$ cat src/design/tsd_pkg.sv
// ----------------------------------------------------------------------------
// TLV stream deframer package
// Shared types and constants for the TLV deframer: record type codes, kind
// codes, parse phases and the result word layout.
// ----------------------------------------------------------------------------
package tsd_pkg;

  localparam logic [15:0] TYPE_IP_CLIENT  = 16'h000B;
  localparam logic [15:0] TYPE_MAC_HEADER = 16'h000C;
  localparam logic [15:0] TYPE_BUFFER     = 16'h000D;

  localparam logic [1:0] KIND_MAC_HEADER = 2'd0;
  localparam logic [1:0] KIND_IP_CLIENT  = 2'd1;
  localparam logic [1:0] KIND_BUFFER     = 2'd2;

  typedef enum logic [4:0] {
    PH_TYPE_HI = 5'b00001,
    PH_TYPE_LO = 5'b00010,
    PH_LEN_HI  = 5'b00100,
    PH_LEN_LO  = 5'b01000,
    PH_VALUE   = 5'b10000
  } phase_t;

  typedef struct packed {
    logic [1:0]  record_kind;
    logic [7:0]  value_byte;
    logic [15:0] value_offset;
    logic        value_last;
    logic        truncated;
  } result_t;

  function automatic logic is_emitted(input logic [15:0] rtype);
    return (rtype == TYPE_MAC_HEADER) || (rtype == TYPE_IP_CLIENT) ||
           (rtype == TYPE_BUFFER);
  endfunction

  function automatic logic [1:0] kind_of(input logic [15:0] rtype);
    logic [1:0] k;
    k = KIND_MAC_HEADER;
    if (rtype == TYPE_IP_CLIENT) begin
      k = KIND_IP_CLIENT;
    end else if (rtype == TYPE_BUFFER) begin
      k = KIND_BUFFER;
    end
    return k;
  endfunction

endpackage

$ cat src/design/tsd_stream_ifs.sv
// ----------------------------------------------------------------------------
// TLV stream deframer channels
// Valid/ready channels for the incoming byte stream and the outgoing value
// words.
// ----------------------------------------------------------------------------
interface tsd_in_if;
  logic       valid;
  logic       ready;
  logic [7:0] data_byte;
  logic       end_of_stream;

  modport source (output valid, output data_byte, output end_of_stream, input ready);
  modport sink (input valid, input data_byte, input end_of_stream, output ready);
endinterface

interface tsd_out_if;
  logic        valid;
  logic        ready;
  logic [1:0]  record_kind;
  logic [7:0]  value_byte;
  logic [15:0] value_offset;
  logic        value_last;
  logic        truncated;

  modport source (output valid, output record_kind, output value_byte,
                  output value_offset, output value_last, output truncated,
                  input ready);
  modport sink (input valid, input record_kind, input value_byte,
                input value_offset, input value_last, input truncated,
                output ready);
endinterface

$ cat src/design/tlv_stream_deframer_top.sv
// ----------------------------------------------------------------------------
// TLV stream deframer
// Parses a byte-serial type-length-value stream and emits the value bytes of
// MAC header, IP client and payload records with kind, offset and last mark.
// ----------------------------------------------------------------------------
// A stream that ends inside a record yields a word marked truncated. Each result
// word is loaded into the result register once that register is free.
// Throughput: one byte per cycle while the result register is free, set by the
// single parse step between the input register and the result register.
// Reset: synchronous rst empties both registers and returns the parser to the
// start of a record with all counters at zero.
module tlv_stream_deframer_top (
  input  logic       clk,
  input  logic       rst,
  tsd_in_if.sink     stream,
  tsd_out_if.source  record
);

  logic             held_valid;
  logic [7:0]       held_byte;
  logic             held_eos;
  logic             out_free;
  logic             advance;
  logic             emit;
  tsd_pkg::result_t result;

  assign advance = held_valid && out_free;

  tsd_in_reg u_in_reg (
    .clk        (clk),
    .rst        (rst),
    .stream     (stream),
    .advance    (advance),
    .held_valid (held_valid),
    .held_byte  (held_byte),
    .held_eos   (held_eos)
  );

  tsd_parse_core u_parse_core (
    .clk           (clk),
    .rst           (rst),
    .step          (advance),
    .data_byte     (held_byte),
    .end_of_stream (held_eos),
    .emit          (emit),
    .result        (result)
  );

  tsd_out_reg u_out_reg (
    .clk    (clk),
    .rst    (rst),
    .load   (advance && emit),
    .result (result),
    .free   (out_free),
    .record (record)
  );

endmodule

$ cat src/design/tsd_in_reg.sv
// ----------------------------------------------------------------------------
// TLV deframer input register
// Captures one stream word per cycle while the parser keeps consuming, and
// holds each word until the parser consumes it.
// ----------------------------------------------------------------------------
module tsd_in_reg (
  input  logic       clk,
  input  logic       rst,
  tsd_in_if.sink     stream,
  input  logic       advance,
  output logic       held_valid,
  output logic [7:0] held_byte,
  output logic       held_eos
);

  logic accept;

  assign stream.ready = !held_valid || advance;
  assign accept       = stream.valid && stream.ready;

  always_ff @(posedge clk) begin
    if (rst) begin
      held_valid <= 1'b0;
    end else if (accept) begin
      held_valid <= 1'b1;
    end else if (advance) begin
      held_valid <= 1'b0;
    end
  end

  always_ff @(posedge clk) begin
    if (accept) begin
      held_byte <= stream.data_byte;
      held_eos  <= stream.end_of_stream;
    end
  end

endmodule

$ cat src/design/tsd_parse_core.sv
// ----------------------------------------------------------------------------
// TLV deframer parse core
// Tracks the header phase, record type and value counters, and forms the
// result word for each value byte of an emitted record or a truncation.
// ----------------------------------------------------------------------------
module tsd_parse_core (
  input  logic             clk,
  input  logic             rst,
  input  logic             step,
  input  logic [7:0]       data_byte,
  input  logic             end_of_stream,
  output logic             emit,
  output tsd_pkg::result_t result
);

  tsd_pkg::phase_t phase, phase_next;
  logic [15:0] record_type, record_type_next;
  logic [15:0] bytes_remaining, bytes_remaining_next;
  logic [15:0] byte_position, byte_position_next;

  always_comb begin
    phase_next           = phase;
    record_type_next     = record_type;
    bytes_remaining_next = bytes_remaining;
    byte_position_next   = byte_position;
    emit                 = 1'b0;
    result               = '0;

    unique case (phase)
      tsd_pkg::PH_TYPE_LO: begin
        record_type_next = {record_type[15:8], data_byte};
        phase_next       = tsd_pkg::PH_LEN_HI;
      end
      tsd_pkg::PH_LEN_HI: begin
        bytes_remaining_next = {data_byte, 8'h00};
        phase_next           = tsd_pkg::PH_LEN_LO;
      end
      tsd_pkg::PH_LEN_LO: begin
        bytes_remaining_next = {bytes_remaining[15:8], data_byte};
        byte_position_next   = '0;
        phase_next = (bytes_remaining_next == 16'd0) ? tsd_pkg::PH_TYPE_HI
                                                     : tsd_pkg::PH_VALUE;
      end
      tsd_pkg::PH_VALUE: begin
        if (tsd_pkg::is_emitted(record_type)) begin
          emit                = 1'b1;
          result.record_kind  = tsd_pkg::kind_of(record_type);
          result.value_byte   = data_byte;
          result.value_offset = byte_position;
          result.value_last   = (bytes_remaining == 16'd1);
        end
        bytes_remaining_next = bytes_remaining - 16'd1;
        byte_position_next   = byte_position + 16'd1;
        if (bytes_remaining_next == 16'd0) begin
          phase_next = tsd_pkg::PH_TYPE_HI;
        end
      end
      default: begin
        record_type_next     = {data_byte, 8'h00};
        bytes_remaining_next = '0;
        byte_position_next   = '0;
        phase_next           = tsd_pkg::PH_TYPE_LO;
      end
    endcase

    if (end_of_stream) begin
      if (phase_next != tsd_pkg::PH_TYPE_HI) begin
        emit              = 1'b1;
        result.value_last = 1'b0;
        result.truncated  = 1'b1;
      end
      phase_next           = tsd_pkg::PH_TYPE_HI;
      record_type_next     = '0;
      bytes_remaining_next = '0;
      byte_position_next   = '0;
    end
  end

  always_ff @(posedge clk) begin
    if (rst) begin
      phase           <= tsd_pkg::PH_TYPE_HI;
      record_type     <= '0;
      bytes_remaining <= '0;
      byte_position   <= '0;
    end else if (step) begin
      phase           <= phase_next;
      record_type     <= record_type_next;
      bytes_remaining <= bytes_remaining_next;
      byte_position   <= byte_position_next;
    end
  end

endmodule

$ cat src/design/tsd_out_reg.sv
// ----------------------------------------------------------------------------
// TLV deframer result register
// Holds one result word for the downstream side and reports when it can take
// the next one.
// ----------------------------------------------------------------------------
module tsd_out_reg (
  input  logic             clk,
  input  logic             rst,
  input  logic             load,
  input  tsd_pkg::result_t result,
  output logic             free,
  tsd_out_if.source        record
);

  tsd_pkg::result_t held;

  assign free                = !record.valid || record.ready;
  assign record.record_kind  = held.record_kind;
  assign record.value_byte   = held.value_byte;
  assign record.value_offset = held.value_offset;
  assign record.value_last   = held.value_last;
  assign record.truncated    = held.truncated;

  always_ff @(posedge clk) begin
    if (rst) begin
      record.valid <= 1'b0;
    end else if (load) begin
      record.valid <= 1'b1;
    end else if (record.ready) begin
      record.valid <= 1'b0;
    end
  end

  always_ff @(posedge clk) begin
    if (load) begin
      held <= result;
    end
  end

endmodule

$ cat src/flat_wrapper.sv
// flat-port wrapper written by rule: the top's interface ports become plain ports
module tlv_stream_deframer_top_flat 
  (clk, rst, stream_valid, stream_data_byte, stream_end_of_stream, stream_ready, record_valid, record_record_kind, record_value_byte, record_value_offset, record_value_last, record_truncated, record_ready);
  tsd_in_if stream_i ();
  tsd_out_if record_i ();
  input  logic clk;
  input  logic rst;
  input wire logic [$bits(stream_i.valid)-1:0] stream_valid;
  input wire logic [$bits(stream_i.data_byte)-1:0] stream_data_byte;
  input wire logic [$bits(stream_i.end_of_stream)-1:0] stream_end_of_stream;
  output wire logic [$bits(stream_i.ready)-1:0] stream_ready;
  output wire logic [$bits(record_i.valid)-1:0] record_valid;
  output wire logic [$bits(record_i.record_kind)-1:0] record_record_kind;
  output wire logic [$bits(record_i.value_byte)-1:0] record_value_byte;
  output wire logic [$bits(record_i.value_offset)-1:0] record_value_offset;
  output wire logic [$bits(record_i.value_last)-1:0] record_value_last;
  output wire logic [$bits(record_i.truncated)-1:0] record_truncated;
  input wire logic [$bits(record_i.ready)-1:0] record_ready;
  assign stream_i.valid = stream_valid;
  assign stream_i.data_byte = stream_data_byte;
  assign stream_i.end_of_stream = stream_end_of_stream;
  assign stream_ready = stream_i.ready;
  assign record_valid = record_i.valid;
  assign record_record_kind = record_i.record_kind;
  assign record_value_byte = record_i.value_byte;
  assign record_value_offset = record_i.value_offset;
  assign record_value_last = record_i.value_last;
  assign record_truncated = record_i.truncated;
  assign record_i.ready = record_ready;
  tlv_stream_deframer_top u_core (.clk(clk), .rst(rst), .stream(stream_i), .record(record_i));
endmodule
$ cat config.mk
export PLATFORM = sky130hd
export DESIGN_NAME = tlv_stream_deframer_top_flat
export DESIGN_NICKNAME = d
export VERILOG_FILES = /design/src/design/tsd_pkg.sv /design/src/design/tsd_stream_ifs.sv /design/src/design/tlv_stream_deframer_top.sv /design/src/design/tsd_in_reg.sv /design/src/design/tsd_parse_core.sv /design/src/design/tsd_out_reg.sv /design/src/flat_wrapper.sv
export SDC_FILE = /design/constraint.sdc
export NUM_CORES = 1
export LEC_CHECK = 0
export BUFFER_PORTS_ARGS = -buffer_cell sky130_fd_sc_hd__buf_2
export CAP_MARGIN = 20
export CELL_PAD_IN_SITES_DETAIL_PLACEMENT = 1
export CELL_PAD_IN_SITES_GLOBAL_PLACEMENT = 2
export CORE_ASPECT_RATIO = 0.75
export CORE_UTILIZATION = 35
export CTS_CLUSTER_SIZE = 10
export DETAILED_ROUTE_END_ITERATION = 8
export HOLD_SLACK_MARGIN = 0.02
export PLACE_DENSITY = 0.81
export SETUP_SLACK_MARGIN = 0.05
export SYNTH_ARGS = -nofsm -noshare
export SYNTH_HDL_FRONTEND = slang
export SYNTH_HIERARCHICAL = 1
export SYNTH_SLANG_ARGS = --single-unit
$ cat constraint.sdc
create_clock -name clk -period 3.8 [get_ports clk]
set_input_delay 1.14 -clock clk [delete_from_list [all_inputs] [get_ports clk]]
set_output_delay 1.14 -clock clk [all_outputs]
set_load 0.005 [all_outputs]
==> out/qor.yml, run 1 <==
slew_violations: 0
cp_max_fo: 12
arrival_ns: 2.06
cts-buffers-inserted: 9
clk_path_buf_depth: 2
setup.worst_path.start_class: "input pin"
start_util: 0.361
met3_usage: 0.0431
area_growth_pct: 16.8
power_leakage_uw: 0.00183
die_width_um: 129
worstHoldStart: "u_core/u_parse_core/record_type[3]$_SDFFE_PP0P_"
gp_congestion: 0.812
ctsResizeCount: 0
ioPinCount: 43
utilization: 0.421
antenna_found_initial: 0
final.period_utilization: 0.842
die_area_um2: 12500
synth.area.top_cells: "edfxtp_1 (26%), dfxtp_1 (26%), and2_1 (4.0%)"
cts_tree: "yes"
met1_usage: 0.270
cts.sinks: 92
slew_headroom: 0.402
clock.fmax_mhz: 313
grt_pass1_wl_um: 18800
critPathCaptureType: "primary output"
grt_util_met2: 0.310
viasPerCell: 5.34
layout-drive-gt1-share: 0.159
worstSetupStartpoint: "record_ready"
dr.first_iter.drc_count: 192
wl_per_cell_um: 17.8
yosysSeqAreaShare: 0.526
worstPathRequired_ns: 2.66
worst_slew_pin_slew_ns: 0.896
synth-seq-cells: 92
syn_nets: 451
worstSetupPathType: "input pin to primary output"
grt_pass1_vias: 3560
core.rowCount: 34
dp_cells: 625
dp.final_hpwl_um: 8160
drc: 0
cts_root_buf: "clkbuf_16"
fin_tns_setup_ns: 0
vdd_ir_drop_max_uv: 229
yosys.area.top_type: "edfxtp_1"
wl_um: 11400
ctsHoldBuffers: 0
routed-via-count: 3423
synthArstFlopShare: 0
synth_top_area_share: 0.264
post-cts-setup-buffers: 0
gr-max-usage-layer: "met2"
min_path_type: "flop to flop"
htreeDepth: 3
n_antenna_cell: 0
postSynthAreaPerCell_um2: 9.69
insertion_delay_ns: 0.34
mostFrequentLayoutCells: "dfxtp_1 (55), buf_2 (42), nor2_1 (39)"
clkSlewWorstSetupHoldPaths_ns: 0.06
timing.rr.start: "u_core/u_parse_core/bytes_remaining[0]$_SDFFE_PP0P_"
grt_max_degree: 32
design_area_um2: 4910
setup_viol: 0
synth_cells: 434
final_cells: 641
max_cap_viol_count: 0
status: "finished, final reports clean"
synth_ff_type: "dfxtp_1"
die_y_um: 96.9
grt-ovfl-total: 0
postRouteAntennaNets: 0
grt.total_usage: 0.196
placed_cell_area_um2: 4590
drtPass1Iterations: 4
core_area_um2: 11700
fin_nets: 491
skew_ns: 0.00802
synth.distinct_cells: 48
ys_warn_count: 6
hold_violations: 0
portBuffers: 42
powerDensity_nw_per_um2: 439
post-route-min-period_ns: 3.20
grt_setup_unrepaired: "no"
synth_area_um2: 4200
fillers: 1353
synth_edf_count: 37
final_common_cell: "dfxtp_1"
## per-stage QoR
stage | hold WS [ns] | power (uW) | setup slack, ns
floorplan | 0.427 | 1150 | 0.739
global placement | 0.443 | 1200 | 0.648
detailed placement | 0.449 | 1200 | 0.598
CTS | 0.459 | 2180 | 0.602
global route | 0.482 | 2220 | 0.525
finish | 0.455 | 2160 | 0.601
## area by class of cell
class                   instances  area [um^2]  share of cell area
inverters                      14         52.6              0.0107
flip-flops and latches         92         2210               0.451
clock buffers                   9          225              0.0459
multi-input cells             309         1860               0.379
repair buffers                 48          255              0.0520
clock inverters                 7         98.8              0.0201
well taps                     162          203              0.0413
## flip-flops by register name, summed over array words and instances, names as in the netlist
signal                                flops
u_core/u_parse_core/byte_position        16
u_core/u_parse_core/bytes_remaining      16
u_core/u_in_reg/held_valid                1
u_core/u_out_reg/record.value_offset     16
u_core/u_out_reg/record.record_kind       2
u_core/u_out_reg/record.value_byte        8
u_core/u_out_reg/record.truncated         1
u_core/u_parse_core/phase                 5
u_core/u_out_reg/record.valid             1
u_core/u_in_reg/held_byte                 8
u_core/u_out_reg/record.value_last        1
u_core/u_in_reg/held_eos                  1
u_core/u_parse_core/record_type          16
## path summary, 6_finish.rpt
path	end	slack [ns]	depth (start not counted)
worst max-delay path	stream_ready	0.60	5
worst min-delay path	u_core/u_parse_core/record_type[3]$_SDFFE_PP0P_	0.46	2
worst max register to register	u_core/u_out_reg/record.truncated$_DFFE_PP_	0.77	10
worst min register to register	u_core/u_parse_core/record_type[3]$_SDFFE_PP0P_	0.46	2
## where the power goes
part | internal [uW] | total [uW] | switching [uW]
sequential | 1050 | 1080 | 29.8
clock | 580 | 979 | 398
combinational | 35.5 | 96.7 | 61.2
total | 1670 | 2160 | 489
## synth_stat cells (all sizes together), types with 2 or more instances
| cell | count |
|---|---|
| or3 | 8 |
| nand2b | 7 |
| buf | 5 |
| and3b | 3 |
| nand3b | 3 |
| a21o | 2 |
| nand3 | 17 |
| ha | 4 |
| nand2 | 37 |
| a22o | 5 |
| o211ai | 2 |
| a21oi | 28 |
| nor3 | 12 |
| xnor2 | 12 |
| nor4 | 9 |
| nor3b | 2 |
| nand4 | 7 |
| and2 | 28 |
| o21ai | 27 |
| o22ai | 2 |
| clkbuf | 14 |
| nor2 | 39 |
| xor2 | 13 |
| o31ai | 3 |
| dfxtp | 55 |
| and3 | 7 |
| edfxtp | 37 |
| a31oi | 3 |
| nor2b | 3 |
| a22oi | 14 |
| or4 | 3 |
| inv | 14 |
## cell families (layout without fill, tap and decap cells)
group	Yosys count	after routing	synth area share
XOR/XNOR	25	25	0.0521
adder cells (fa/ha/maj)	4	4	0.0119
AO/OA/AOI/OAI	90	90	0.133
AND/OR/NAND/NOR	190	190	0.246
buffers and inverters	33	78	0.0307
flip-flops	92	92	0.526
## routing by layer
layer,vias to the layer above,share of wire
met5,-,0
met4,0,0.0061
met3,6,0.054
met2,80,0.46
met1,1708,0.48
li1,1629,-
## worst max-delay path, cell delays in order
cell      delay, ns
buf_2          0.08
nand2b_4       0.12
and2_1         0.39
nand2b_4       0.23
buf_2          0.11
Power figures use the tool's default switching activity.
==> inputs of run 2 (changes only) <==
- ABC_AREA: unset -> 1
- PLACE_DENSITY: 0.81 -> 0.84
- clock period: 3.8 -> 3 ns (I/O delays scaled with it)
==> out/qor.yml, run 2 <==
status: "finished, final reports clean"
gp_congestion: 0.865
worst_slew_pin_slew_ns: 0.595
wl_um: 12600
cts.sinks: 92
reg2regPathDepth: 15
worstHoldStart: "u_core/u_parse_core/record_type[15]$_SDFFE_PP0P_"
slew_headroom: 0.600
final_cells: 752
ctsHoldBuffers: 0
arrival_ns: 2.71
cts-buffers-inserted: 9
ioPinCount: 43
cts_root_buf: "clkbuf_16"
grt_setup_unrepaired: "no"
antenna_found_initial: 0
synth-seq-cells: 92
synth_ff_type: "dfxtp_1"
max_cap_viol_count: 0
cp.depth: 15
routed-via-count: 3793
mostFrequentLayoutCells: "nand2_1 (100), nor2_1 (68), inv_1 (64)"
clock.fmax_mhz: 376
final.period_utilization: 0.886
synth_cells: 532
drtPass1Iterations: 4
ys_top_cells_by_count: "nand2_1 (100), nor2_1 (68), inv_1 (64)"
crit_slowest_cell: "dfxtp_1"
synth_area_um2: 4410
worstSetupStartpoint: "u_core/u_parse_core/bytes_remaining[0]$_SDFFE_PP0P_"
hold_violations: 0
design_area_um2: 5140
clk_path_buf_depth: 2
die_area_um2: 13100
dr.first_iter.drc_count: 211
critPathCaptureType: "flop"
grt_pass1_vias: 3889
core_area_um2: 12300
place_worst_setup_slack_ns: 0.183
dp.final_hpwl_um: 9290
post-cts-setup-buffers: 0
slowest_delay_ns: 0.36
fin_nets: 598
setup_viol: 0
grt_max_degree: 27
timing.rr.start: "u_core/u_parse_core/bytes_remaining[0]$_SDFFE_PP0P_"
setup.worst_path.start_class: "flop"
fin_ws_ns: 0.342
yosysSeqAreaShare: 0.501
cpMostUsedCell: "nand2_1"
core.rowCount: 35
postRouteAntennaNets: 0
n_antenna_cell: 0
yosysMostFrequentCell: "nand2_1"
synth.area.top_cells: "edfxtp_1 (25%), dfxtp_1 (25%), nand2_1 (8.5%)"
synth_edf_count: 37
post-route-min-period_ns: 2.66
die_width_um: 132
drc: 0
min_path_type: "flop to flop"
insertion_delay_ns: 0.35
placed_cell_area_um2: 4840
syn_nets: 549
power_leakage_uw: 0.00200
cts_tree: "yes"
postSynthAreaPerCell_um2: 8.30
crit_chain: "inv_1 > ha_1 > nand2_2 > nor3_1 > nand2_1 > nand2_1 > inv_1 > nand2_1 > nor2_1 > nand3_1 > nand3_1 > nand2_1 > inv_1 > nor2_2 > buf_12"
worstPathRequired_ns: 3.05
fillers: 1490
vdd_ir_drop_max_uv: 339
skew_ns: 0.00786
synthArstFlopShare: 0
wl_per_cell_um: 16.8
synth_top_area_share: 0.252
holdPathStages: 2
dp_cells: 736
powerDensity_nw_per_um2: 523
grt-ovfl-total: 0
clkSlewWorstSetupHoldPaths_ns: 0.07
ctsResizeCount: 0
yosys.area.top_type: "edfxtp_1"
worstSetupPathType: "flop to flop"
path_delay_family: "simple AND/OR/NAND/NOR gates"
portBuffers: 42
cp_max_fo: 22
final_common_cell: "nand2_1"
viasPerCell: 5.04
synth.distinct_cells: 46
die_y_um: 99.3
layout-drive-gt1-share: 0.200
grt.total_usage: 0.202
slew_violations: 0
grt_pass1_wl_um: 20400
ys_warn_count: 6
start_util: 0.359
fin_tns_setup_ns: 0
critical_path.n_buffers_inverters: 4
htreeDepth: 3
area_growth_pct: 16.4
run 2: cell types whose count changed after synthesis, moves of 12 or more:
| cell | change |
|---|---|
| nand2_1 | +63 |
| inv_1 | +50 |
| nor2_1 | +29 |
| and2_1 | -27 |
| a21oi_1 | +15 |
| o21ai_0 | -13 |
| o22ai_1 | +13 |
| nor2_2 | +12 |
run 2: worst register-to-register path, cell delays in order (launching register included):
cell,delay (ns)
dfxtp_1,0.36
inv_1,0.15
ha_1,0.29
nand2_2,0.12
nor3_1,0.31
nand2_1,0.10
nand2_1,0.09
inv_1,0.07
nand2_1,0.06
nor2_1,0.04
nand3_1,0.11
nand3_1,0.15
nand2_1,0.10
inv_1,0.05
nor2_2,0.16
buf_12,0.20
run 2: routing by layer:
layer  track usage  vias to the layer above  routed length (um)
li1              -                     1865                   -
met1         0.272                     1848                6260
met2         0.323                       72                5810
met3        0.0494                        8                 464
met4        0.0555                        0                 109
met5             0                        -                   0
run 2: kinds of logic after synthesis:
logic type,synth area share
fa+ha+maj,0.0113
xor+xnor,0.00595
compound gates,0.122
buf+inv,0.0762
flops,0.501
simple gates,0.284
run 2: power breakdown:
group / internal (uW) / total (uW) / switching, uW
clock network: 651 / 1140 / 488
logic: 56.6 / 176 / 120
registers: 1340 / 1370 / 34.6
total: 2050 / 2690 / 643
run 2: worst paths after layout:
check / endpoint / slack (ns)
setup reg to reg: u_core/u_out_reg/record.value_last$_DFFE_PP_ / 0.34
setup / recovery: u_core/u_out_reg/record.value_last$_DFFE_PP_ / 0.34
hold / removal: u_core/u_parse_core/record_type[15]$_SDFFE_PP0P_ / 0.47
hold reg to reg: u_core/u_parse_core/record_type[15]$_SDFFE_PP0P_ / 0.47
run 2: cell type report:
cell class / count / area, um^2 / area share
clock buffer: 11 / 233 / 0.0453
clock inverter: 5 / 60.1 / 0.0117
inverter: 73 / 277 / 0.0538
multi-input combinational: 355 / 1870 / 0.363
sequential: 92 / 2210 / 0.431
tap: 166 / 208 / 0.0404
timing repair buffer: 50 / 283 / 0.0550
run 2: per-stage QoR:
| step | hold slack, ns | power [uW] | utilization |
|---|---|---|---|
| after floorplan | 0.443 | 1500 | - |
| after global placement | 0.453 | 1570 | 0.394 |
| after detailed placement | 0.465 | 1580 | 0.394 |
| after CTS | 0.475 | 2730 | 0.417 |
| after global routing | 0.490 | 2800 | 0.417 |
| final | 0.470 | 2690 | 0.417 |
==> inputs of run 3 (changes only) <==
- CTS_BUF_LIST: unset -> sky130_fd_sc_hd__clkbuf_4 sky130_fd_sc_hd__clkbuf_8
- PLACE_DENSITY: 0.84 -> 0.85
- SYNTH_HIERARCHICAL: 1 -> unset
==> out/qor.yml, run 3 <==
synth-seq-cells: 92
ioPinCount: 43
final.period_utilization: 0.857
hold_violations: 0
die_width_um: 130
final_common_cell: "nand2_1"
min_path_type: "flop to flop"
cts_tree: "yes"
mostFrequentLayoutCells: "nand2_1 (129), nor2_1 (74), inv_1 (62)"
gp_congestion: 0.822
setup_viol: 0
drc: 0
vdd_ir_drop_max_uv: 259
grt_pass1_wl_um: 19300
hold_slack_ns: 0.472
wl_um: 11900
clkSlewWorstSetupHoldPaths_ns: 0.09
cts.sinks: 92
post-cts-setup-buffers: 0
postSynthAreaPerCell_um2: 8.03
synth.area.top_cells: "edfxtp_1 (26%), dfxtp_1 (26%), nand2_1 (11%)"
portBuffers: 42
post-route-min-period_ns: 2.57
grt.total_usage: 0.200
die_y_um: 97.7
synthArstFlopShare: 0
synth_edf_count: 37
yosys.area.top_type: "edfxtp_1"
clk_path_buf_depth: 2
insertion_delay_ns: 0.37
powerDensity_nw_per_um2: 504
area_growth_pct: 15.6
synth_ff_type: "dfxtp_1"
cts-buffers-inserted: 9
ctsHoldBuffers: 0
synth_area_um2: 4280
synth_cells: 533
core_area_um2: 11700
max_cap_viol_count: 0
fin_tns_setup_ns: 0
start_util: 0.364
antenna_found_initial: 0
yosysMostFrequentCell: "nand2_1"
fin_nets: 600
cts_root_buf: "clkbuf_8"
critPathCaptureType: "flop"
arrival_ns: 2.69
synth.distinct_cells: 40
ctsResizeCount: 0
slew_headroom: 0.564
ys_top_cells_by_count: "nand2_1 (129), nor2_1 (74), inv_1 (62)"
worstSetupPathType: "flop to flop"
dr.first_iter.drc_count: 216
routed-via-count: 3758
yosysSeqAreaShare: 0.517
wl_per_cell_um: 15.8
grt_setup_unrepaired: "no"
slew_violations: 0
grt_pass1_vias: 3780
worst_slew_pin_slew_ns: 0.649
power_leakage_uw: 0.00198
clock.fmax_mhz: 389
setup.worst_path.start_class: "flop"
layout-drive-gt1-share: 0.150
skew_ns: 0.0104
ys_warn_count: 0
die_area_um2: 12700
postRouteAntennaNets: 0
status: "finished, final reports clean"
synth_top_area_share: 0.260
dp_cells: 734
worstPathRequired_ns: 3.12
core.rowCount: 34
cp_max_fo: 26
htreeDepth: 3
syn_nets: 550
final_cells: 750
dp.final_hpwl_um: 9050
n_antenna_cell: 0
drtPass1Iterations: 5
grt_max_degree: 28
grt-ovfl-total: 0
viasPerCell: 5.01
## run 3: changes by cell type after synthesis, moves of 4 or more
cell      delta
nand2_1     +29
a21oi_1      +4
o21ai_0     +14
nor2_2       -9
a21oi_2      -4
nand2_2      -8
o22ai_2      +6
o22ai_1     -11
inv_2        -5
clkbuf_1     +4
nor2_1       +6
buf_2        -4
nor2_4       -4
## run 3: critical path, stage by stage, from the launching register on
cell     delay (ns)
dfxtp_1        0.36
nor2_1         0.20
nand2_1        0.18
nor2_2         0.27
nand2_1        0.08
nand2_1        0.06
nand2_1        0.07
nor2_1         0.15
nand2_1        0.07
nor2_1         0.15
nand3_1        0.11
nand3_1        0.15
nand2_1        0.07
nand2_1        0.10
inv_1          0.10
buf_12         0.18
## run 3: power by group
| part | switching, uW | leakage, uW | total, uW | internal [uW] |
|---|---|---|---|---|
| Combinational | 89.5 | 0.00105 | 128 | 38.2 |
| Clock | 433 | 0.000125 | 1020 | 585 |
| Sequential | 21.5 | 0.000799 | 1350 | 1330 |
| Total | 544 | 0.00198 | 2490 | 1950 |
## run 3: layout make-up
cell class / count / area, um^2
clock buffer: 12 / 146
timing repair buffer: 52 / 298
sequential: 92 / 2210
inverter: 66 / 253
multi-input combinational: 362 / 1740
clock inverter: 4 / 98.8
fill: 1476 / 6790
tap: 162 / 203
## run 3: routing by layer
metal,global-route usage,routed length (um)
met2,0.309,5200
met3,0.0384,516
met1,0.285,6050
met4,0.0528,111
met5,0,0
## run 3: cells by family (layout without fill, tap and decap cells)
family	Yosys count	in the layout	synth area share
XOR/XNOR	2	2	0.00410
AND/OR/NAND/NOR	260	260	0.257
AO/OA/AOI/OAI	96	96	0.133
flip-flops	92	92	0.517
buffers and inverters	79	134	0.0769
adder cells (fa/ha/maj)	4	4	0.0117
## run 3: final timing paths
kind / start / end / slack [ns] / cells after the start
max reg2reg: u_core.u_parse_core.bytes_remaining[2]$_SDFFE_PP0P_ / u_core.u_out_reg.record.value_byte[6]$_SDFFCE_PN0P_ / 0.43 / 15
min: u_core.u_parse_core.record_type[8]$_SDFFE_PP0P_ / u_core.u_parse_core.record_type[8]$_SDFFE_PP0P_ / 0.47 / 2
max: u_core.u_parse_core.bytes_remaining[2]$_SDFFE_PP0P_ / u_core.u_out_reg.record.value_byte[6]$_SDFFCE_PN0P_ / 0.43 / 15
min reg2reg: u_core.u_parse_core.record_type[8]$_SDFFE_PP0P_ / u_core.u_parse_core.record_type[8]$_SDFFE_PP0P_ / 0.47 / 2
## run 3: through the flow
stage,power [uW],area (um^2),util,worst slack [ns]
6_report,2490,4950,0.421,0.428
5_1_grt,2580,4950,0.421,0.119
4_1_cts,2520,4950,0.421,0.433
3_5_place_dp,1500,4700,0.400,0.319
3_3_place_gp,1500,4700,0.400,0.361
2_1_floorplan,1450,4280,-,0.499
